**src/sv/lsh_pkg.sv**
```systemverilog
package lsh_pkg;

  localparam int LAT_W               = 48;
  localparam int VAL_W               = 64;
  localparam int IDX_W               = 6;
  localparam int LOG2_W              = 6;
  localparam int BKT_FIELD_W         = 5;
  localparam int LATENCY_BUCKETS_DEF = 32;
  localparam int FIRST_BUCKET_IDX    = 4;

  localparam int IN_TDATA_W  = 56;
  localparam int OUT_TDATA_W = 72;

  typedef enum logic {
    CMD_RECORD = 1'b0,
    CMD_READ   = 1'b1
  } cmd_t;

  localparam logic [IDX_W-1:0] STAT_SUCCESS = IDX_W'(0);
  localparam logic [IDX_W-1:0] STAT_FAILURE = IDX_W'(1);
  localparam logic [IDX_W-1:0] STAT_TOTAL   = IDX_W'(2);
  localparam logic [IDX_W-1:0] STAT_MAX     = IDX_W'(3);

  // floor(log2(v)), zero for v of zero or one
  function automatic logic [LOG2_W-1:0] floor_log2(input logic [LAT_W-1:0] v);
    logic [LOG2_W-1:0] r;
    r = '0;
    for (int i = 1; i < LAT_W; i++) begin
      if (v[i]) begin
        r = LOG2_W'(i);
      end
    end
    return r;
  endfunction

endpackage

```
**src/sv/lsh_bucket_ram.sv**
```systemverilog
module lsh_bucket_ram #(
  parameter int DEPTH = lsh_pkg::LATENCY_BUCKETS_DEF,
  parameter int AW    = $clog2(DEPTH)
) (
  input  logic                     clk,
  input  logic                     rst_n,
  input  logic                     rd_en,
  input  logic [AW-1:0]            rd_addr,
  input  logic                     wr_en,
  input  logic [AW-1:0]            wr_addr,
  input  logic [lsh_pkg::VAL_W-1:0] wr_data,
  output logic [lsh_pkg::VAL_W-1:0] rd_data
);
  import lsh_pkg::*;

  logic [VAL_W-1:0] mem_r [DEPTH];
  logic [DEPTH-1:0] vld_r;
  logic [VAL_W-1:0] mem_q_r;
  logic [VAL_W-1:0] fwd_data_r;
  logic             vld_q_r;
  logic             hit_r;

  // storage and registered read port
  always_ff @(posedge clk) begin
    if (wr_en) begin
      mem_r[wr_addr] <= wr_data;
    end
    if (rd_en) begin
      mem_q_r    <= mem_r[rd_addr];
      fwd_data_r <= wr_data;
    end
  end

  // per-entry valid bits, write-to-read bypass
  always_ff @(posedge clk) begin
    if (!rst_n) begin
      vld_r   <= '0;
      vld_q_r <= 1'b0;
      hit_r   <= 1'b0;
    end else begin
      if (wr_en) begin
        vld_r[wr_addr] <= 1'b1;
      end
      if (rd_en) begin
        vld_q_r <= vld_r[rd_addr];
        hit_r   <= wr_en && (wr_addr == rd_addr);
      end
    end
  end

  assign rd_data = hit_r ? fwd_data_r : (vld_q_r ? mem_q_r : '0);

endmodule

```
**src/sv/latency_stats_histogram.sv**
```systemverilog
// Latency statistics monitor. A record item (in_tuser = 0) counts one operation as a success
// or failure, adds its duration to a 64-bit total, updates the largest duration and bumps the
// log2 histogram bucket floor(log2(duration)), capped at the last bucket; its result carries
// that bucket number and a zero value. A read item (in_tuser = 1) returns the statistic picked
// by stat_index (0 successes, 1 failures, 2 total, 3 maximum, 4 and up buckets, zero beyond)
// with a zero bucket field. One result per item, one item per cycle sustained while out_tready
// holds; out_tvalid is registered behind s1. The rate rests on the read-modify-write of the
// bucket counter memory, which bypasses a write to a read of the same bucket in the next item.
// All statistics read zero right after reset, with no clearing pass; counters wrap at 2^64.
module latency_stats_histogram #(
  parameter int LATENCY_BUCKETS = lsh_pkg::LATENCY_BUCKETS_DEF
) (
  input  logic                           clk,
  input  logic                           rst_n,
  input  logic                           in_tvalid,
  output logic                           in_tready,
  input  logic [lsh_pkg::IN_TDATA_W-1:0] in_tdata,   // latency_ns, failed, stat_index
  input  logic                           in_tuser,   // cmd
  output logic                           out_tvalid,
  input  logic                           out_tready,
  output logic [lsh_pkg::OUT_TDATA_W-1:0] out_tdata  // stat_value, bucket
);
  import lsh_pkg::*;

  localparam int AW = $clog2(LATENCY_BUCKETS);

  logic [LAT_W-1:0]  in_lat;
  logic              in_failed;
  logic [IDX_W-1:0]  in_idx;
  logic [LOG2_W-1:0] in_log2;
  logic [AW-1:0]     in_bkt;
  logic [IDX_W-1:0]  in_rel;
  logic [AW-1:0]     rd_addr;
  logic              in_acc;

  logic              s1_valid_r;
  cmd_t              s1_cmd_r;
  logic [LAT_W-1:0]  s1_lat_r;
  logic              s1_failed_r;
  logic [IDX_W-1:0]  s1_idx_r;
  logic [AW-1:0]     s1_bkt_r;
  logic              s1_adv;

  logic [VAL_W-1:0]  succ_r;
  logic [VAL_W-1:0]  fail_r;
  logic [VAL_W-1:0]  total_r;
  logic [LAT_W-1:0]  max_r;

  logic              wr_en;
  logic [VAL_W-1:0]  bkt_cnt;
  logic [IDX_W:0]    s1_rel;
  logic              s1_in_range;
  logic [VAL_W-1:0]  stat_val;
  logic [BKT_FIELD_W-1:0] res_bkt;

  logic              out_valid_r;
  logic [VAL_W-1:0]  out_val_r;
  logic [BKT_FIELD_W-1:0] out_bkt_r;

  assign in_lat    = in_tdata[LAT_W-1:0];
  assign in_failed = in_tdata[LAT_W];
  assign in_idx    = in_tdata[LAT_W+1+:IDX_W];

  assign in_log2 = floor_log2(in_lat);
  assign in_bkt  = (in_log2 > LOG2_W'(LATENCY_BUCKETS - 1)) ? AW'(LATENCY_BUCKETS - 1)
                                                            : AW'(in_log2);
  assign in_rel  = in_idx - IDX_W'(FIRST_BUCKET_IDX);
  assign rd_addr = (in_tuser == CMD_READ) ? AW'(in_rel) : in_bkt;

  assign s1_adv    = s1_valid_r && (!out_valid_r || out_tready);
  assign in_tready = !s1_valid_r || s1_adv;
  assign in_acc    = in_tvalid && in_tready;

  always_ff @(posedge clk) begin
    if (!rst_n) begin
      s1_valid_r <= 1'b0;
    end else if (in_tready) begin
      s1_valid_r <= in_tvalid;
    end
  end

  always_ff @(posedge clk) begin
    if (in_acc) begin
      s1_cmd_r    <= cmd_t'(in_tuser);
      s1_lat_r    <= in_lat;
      s1_failed_r <= in_failed;
      s1_idx_r    <= in_idx;
      s1_bkt_r    <= in_bkt;
    end
  end

  assign wr_en = s1_adv && (s1_cmd_r == CMD_RECORD);

  lsh_bucket_ram #(
    .DEPTH (LATENCY_BUCKETS),
    .AW    (AW)
  ) u_bkt_ram (
    .clk     (clk),
    .rst_n   (rst_n),
    .rd_en   (in_acc),
    .rd_addr (rd_addr),
    .wr_en   (wr_en),
    .wr_addr (s1_bkt_r),
    .wr_data (bkt_cnt + VAL_W'(1)),
    .rd_data (bkt_cnt)
  );

  // scalar statistics
  always_ff @(posedge clk) begin
    if (!rst_n) begin
      succ_r  <= '0;
      fail_r  <= '0;
      total_r <= '0;
      max_r   <= '0;
    end else if (wr_en) begin
      if (s1_failed_r) begin
        fail_r <= fail_r + VAL_W'(1);
      end else begin
        succ_r <= succ_r + VAL_W'(1);
      end
      total_r <= total_r + VAL_W'(s1_lat_r);
      if (s1_lat_r > max_r) begin
        max_r <= s1_lat_r;
      end
    end
  end

  assign s1_rel      = {1'b0, s1_idx_r} - (IDX_W+1)'(FIRST_BUCKET_IDX);
  assign s1_in_range = (s1_idx_r >= IDX_W'(FIRST_BUCKET_IDX)) &&
                       (s1_rel < (IDX_W+1)'(LATENCY_BUCKETS));

  always_comb begin
    stat_val = '0;
    res_bkt  = '0;
    if (s1_cmd_r == CMD_READ) begin
      case (s1_idx_r)
        STAT_SUCCESS: stat_val = succ_r;
        STAT_FAILURE: stat_val = fail_r;
        STAT_TOTAL:   stat_val = total_r;
        STAT_MAX:     stat_val = VAL_W'(max_r);
        default: begin
          if (s1_in_range) begin
            stat_val = bkt_cnt;
          end
        end
      endcase
    end else begin
      res_bkt = BKT_FIELD_W'(LOG2_W'(s1_bkt_r));
    end
  end

  always_ff @(posedge clk) begin
    if (!rst_n) begin
      out_valid_r <= 1'b0;
    end else if (!out_valid_r || out_tready) begin
      out_valid_r <= s1_valid_r;
    end
  end

  always_ff @(posedge clk) begin
    if (s1_adv) begin
      out_val_r <= stat_val;
      out_bkt_r <= res_bkt;
    end
  end

  assign out_tvalid = out_valid_r;
  assign out_tdata  = {(OUT_TDATA_W - VAL_W - BKT_FIELD_W)'(0), out_bkt_r, out_val_r};

  a_rec_counts: assert property (@(posedge clk) disable iff (!rst_n)
    (s1_adv && s1_cmd_r == CMD_RECORD) |=>
      (succ_r + fail_r) == ($past(succ_r) + $past(fail_r) + VAL_W'(1)))
    else $error("record did not bump exactly one of the outcome counters");

  a_read_no_change: assert property (@(posedge clk) disable iff (!rst_n)
    (s1_adv && s1_cmd_r == CMD_READ) |=>
      ($stable(succ_r) && $stable(fail_r) && $stable(total_r) && $stable(max_r)))
    else $error("read changed statistics");

  a_max_covers: assert property (@(posedge clk) disable iff (!rst_n)
    (s1_adv && s1_cmd_r == CMD_RECORD) |=> (max_r >= $past(s1_lat_r)))
    else $error("maximum below recorded duration");

  a_stall_cause: assert property (@(posedge clk) disable iff (!rst_n)
    !in_tready |-> (s1_valid_r && out_valid_r && !out_tready))
    else $error("input stalled without a full pipeline");

endmodule
```
**config.mk**
```make
export PLATFORM = sky130hd
export DESIGN_NAME = latency_stats_histogram
export DESIGN_NICKNAME = d
export VERILOG_FILES = /design/src/sv/lsh_pkg.sv /design/src/sv/lsh_bucket_ram.sv /design/src/sv/latency_stats_histogram.sv
export SDC_FILE = /design/constraint.sdc
export NUM_CORES = 2
export LEC_CHECK = 0
export BUFFER_PORTS_ARGS = -buffer_cell sky130_fd_sc_hd__buf_2
export CAP_MARGIN = 0
export CORE_ASPECT_RATIO = 0.8
export CORE_MARGIN = 1.5
export CORE_UTILIZATION = 29
export CTS_BUF_LIST = sky130_fd_sc_hd__clkbuf_4
export CTS_CLUSTER_DIAMETER = 200
export DETAILED_ROUTE_END_ITERATION = 7
export HOLD_SLACK_MARGIN = 0.03
export PLACE_DENSITY = 0.51
export SETUP_SLACK_MARGIN = 0.15
export SYNTH_ARGS = -nofsm -noshare
export SYNTH_HDL_FRONTEND = slang
export SYNTH_SLANG_ARGS = --single-unit
```
**constraint.sdc**
```tcl
create_clock -name clk -period 9.2 [get_ports clk]
set_input_delay 0.46 -clock clk [delete_from_list [all_inputs] [get_ports clk]]
set_output_delay 0.46 -clock clk [all_outputs]
set_load 0.1 [all_outputs]
```
==> impl_metrics.env <==
export IMPL_htreeDepth=6
export IMPL_synth_cell_types=91
export IMPL_path_class="flip-flop to flip-flop"
export IMPL_dieArea_sq_mm=0.371
export IMPL_synth_common_cells="2306 x edfxtp_1, 2053 x nand2_1, 407 x clkbuf_1, 399 x nand3_1, 355 x and3_1"
export IMPL_placed_area_sq_mm=0.114
export IMPL_timing_rr_start="u_bkt_ram.hit_r"
export IMPL_clock_sinks=2582
export IMPL_yosysMostFrequentCell="edfxtp_1"
export IMPL_power_density_mw_per_mm2=196
export IMPL_rrSetupSlack_ps=3060
export IMPL_grt_overflow=0
export IMPL_num_vias=74600
export IMPL_holdCritStartpoint="in_tvalid"
export IMPL_reg2reg_to="u_bkt_ram.mem_r[16][55]"
export IMPL_drive_gt1_frac=0.154
export IMPL_die_height_um=545
export IMPL_peakVddDrop_mv=0.125
export IMPL_numCtsBuffers=649
export IMPL_setup_viol=0
export IMPL_hold_slack_ps=214
export IMPL_path_clk_slew_ps=70
export IMPL_synth_avg_cell_area_sq_um=12.6
export IMPL_fillers=36100
export IMPL_synth_seq_cells=2582
export IMPL_cp_start_kind="flip-flop"
export IMPL_wl_per_cell_um=24.7
export IMPL_final_hold_viol_count=0
export IMPL_cts_setup_buffers=0
export IMPL_grt_max_degree=176
export IMPL_place_hpwl_um=189000
export IMPL_yosysWarnings=0
export IMPL_area_growth_pct=15.4
export IMPL_min_period_ps=6140
export IMPL_crit_fanout=57
export IMPL_crit_required_ps=10140
export IMPL_yosysTopAreaCell="edfxtp_1"
export IMPL_seqCellArea_sq_mm=0.0748
export IMPL_synth_top_area_share=0.650
export IMPL_initial_core_util=0.292
export IMPL_synth_edf_count=2306
export IMPL_skew_ps=146
export IMPL_io_pins=135
export IMPL_worst_slew_pin_transition_ps=1560
export IMPL_clk_latency_ps=1390
export IMPL_grt_pass1_wl_um=503000
export IMPL_antenna_found_initial=33
export IMPL_gp_congestion=0.824
export IMPL_drt_first_pass_iters=8
export IMPL_outcome="complete, but fails checks"
export IMPL_min_to="u_bkt_ram.hit_r"
export IMPL_slew_headroom=-0.0413
export IMPL_grt_pass1_vias=70500
export IMPL_drc=0
export IMPL_min_path_cells=6
export IMPL_cts_root_buffer="clkbuf_4"
export IMPL_wl_um=355000
export IMPL_yosysSeqAreaShare=0.702
export IMPL_ys_top_cells_by_area="edfxtp_1 65%, nand2_1 7.2%, dfxtp_1 5.2%, mux2i_1 2.3%, and3_1 2.1%"
export IMPL_drt_iter0_drc=8801
export IMPL_drv_cap=0
export IMPL_failed_checks="max-slew violations"
export IMPL_fp_coreArea_sq_mm=0.365
export IMPL_cp_end_kind="flip-flop"
export IMPL_reg2reg_depth=10
export IMPL_syn_cell_area_sq_mm=0.106
export IMPL_numPortBuffers=130
export IMPL_fin_crit_sh=0.667
export IMPL_p_leak_nw=43.5
export IMPL_via_per_inst=5.18
export IMPL_hp_class="primary input to flip-flop"
export IMPL_cp_arrival_ps=7070
export IMPL_finalNetCount=9210
export IMPL_fp_row_count=198
export IMPL_grtUsageTotal=0.185
export IMPL_cts_tree="built"
export IMPL_rsz0062_at_grt="false"
export IMPL_fmax_ghz=0.163
export IMPL_synth_ff_type="edfxtp_1"
export IMPL_antenna_left=0
export IMPL_postSynthCellCount=8475
export IMPL_ys_async_sr_fraction=0
export IMPL_fin_setup_tns_ps=0
export IMPL_clk_path_buf_depth=4
export IMPL_die_w_um=680
export IMPL_drv_slew=5
export IMPL_multi_input_area_sq_mm=0.0303
export IMPL_fin_area_sq_mm=0.123
==> kinds of logic (layout without fill, tap and decap cells) <==
kind of cell / count (synthesis) / in the layout / synth area share
compound gates: 1229 / 1229 / 0.0772
xor+xnor: 194 / 194 / 0.0160
fa+ha+maj: 101 / 101 / 0.0119
buf+inv: 603 / 1605 / 0.0224
flops: 2582 / 2582 / 0.702
mux: 241 / 241 / 0.0228
other cells: 1 / 21 / 0.0000352
simple gates: 3524 / 3524 / 0.148
==> per-layer routing <==
layer,track usage,routed length [um],up-vias
met5,0,120,-
met2,0.271,151000,3531
met3,0.0389,33400,577
met1,0.275,162000,37500
li1,-,-,33000
met4,0.0523,8490,16
==> placed cells by master, fill, tap and decap left out, types with 22 or more instances in the layout <==
cell	n
o22ai_1	90
ha_1	100
xnor2_2	33
xnor2_1	40
or3_1	53
a311oi_1	36
buf_12	22
a22oi_1	93
a31oi_1	331
nand4_1	83
xor2_1	92
nor4_1	37
dlygate4sd3_1	116
a211oi_1	118
buf_2	129
clkinv_1	115
xor2_2	24
buf_4	165
nor2_1	314
nand2_1	2048
nor2_4	40
inv_1	86
a21oi_1	194
a221oi_1	71
dfxtp_1	275
a32oi_1	48
nand2b_1	25
o21ai_0	121
nand3_1	395
nor3_1	38
clkbuf_4	930
a21o_1	34
edfxtp_1	2306
mux2i_1	240
and3_1	354
==> power breakdown <==
group,internal [mW],switching [mW],total (mW),leakage (nW)
Combinational,0.435,1.12,1.55,15.3
Clock,4.83,4.70,9.53,4.67
Sequential,12.9,0.118,13.0,23.5
==> critical path, cell delays in order, from the launching register on <==
cell and delay [ps]:
dfxtp_4 890, buf_4 590, a22oi_1 470, or4b_4 650, or3_1 360, or3_4 400, nor2_4 190, nand2_1 200
nor2_1 540, nand3_1 300, xnor2_2 1080
==> through the flow <==
step            util  power (mW)  cells  setup WS (ps)
2_1_floorplan      -        14.1   8477           1040
3_3_place_gp   0.312        14.7  13200           3290
3_5_place_dp   0.312        14.7  13200           3180
4_1_cts        0.337        24.3  14400           3150
5_1_grt        0.337        25.0  14400           2790
6_report       0.337        24.1  14400           3060
==> cell type report <==
type,instances,area share
clock inverters,152,0.00688
well taps,4900,0.0499
flip-flops and latches,2582,0.608
multi-input cells,5292,0.246
repair buffers,433,0.0286
clock buffers,930,0.0568
inverters,90,0.00285
diodes,18,0.000366
==> sequential cells by signal, indices dropped and copies added (netlist names), 5 cells and up <==
name / cells
fail_r: 64
max_r: 48
out_bkt_r: 5
out_val_r: 64
s1_bkt_r: 5
s1_idx_r: 6
s1_lat_r: 48
succ_r: 64
total_r: 64
u_bkt_ram.fwd_data_r: 64
u_bkt_ram.mem_q_r: 64
u_bkt_ram.mem_r: 2048
u_bkt_ram.vld_r: 32
==> timing repair <==
item / CTS / global route
setup endpoints to repair: 0 / 0
hold buffers: 116 / 0
endpoints found under the hold margin: 246 / 0
gates resized for setup: 0 / 0
==> how the worst max path moves through the flow <==
stage	endpoint	from	slack (ps)
floorplan	u_bkt_ram.mem_r[16][0]	out_tvalid	1040
global placement	u_bkt_ram.mem_r[0][55]	u_bkt_ram.hit_r	3290
detailed placement	u_bkt_ram.mem_r[0][55]	u_bkt_ram.hit_r	3180
CTS	u_bkt_ram.mem_r[17][55]	u_bkt_ram.hit_r	3150
global route	u_bkt_ram.mem_r[17][55]	u_bkt_ram.hit_r	2790
finish	u_bkt_ram.mem_r[16][55]	u_bkt_ram.hit_r	3060
Note: power is estimated with default switching activity, not from simulation.
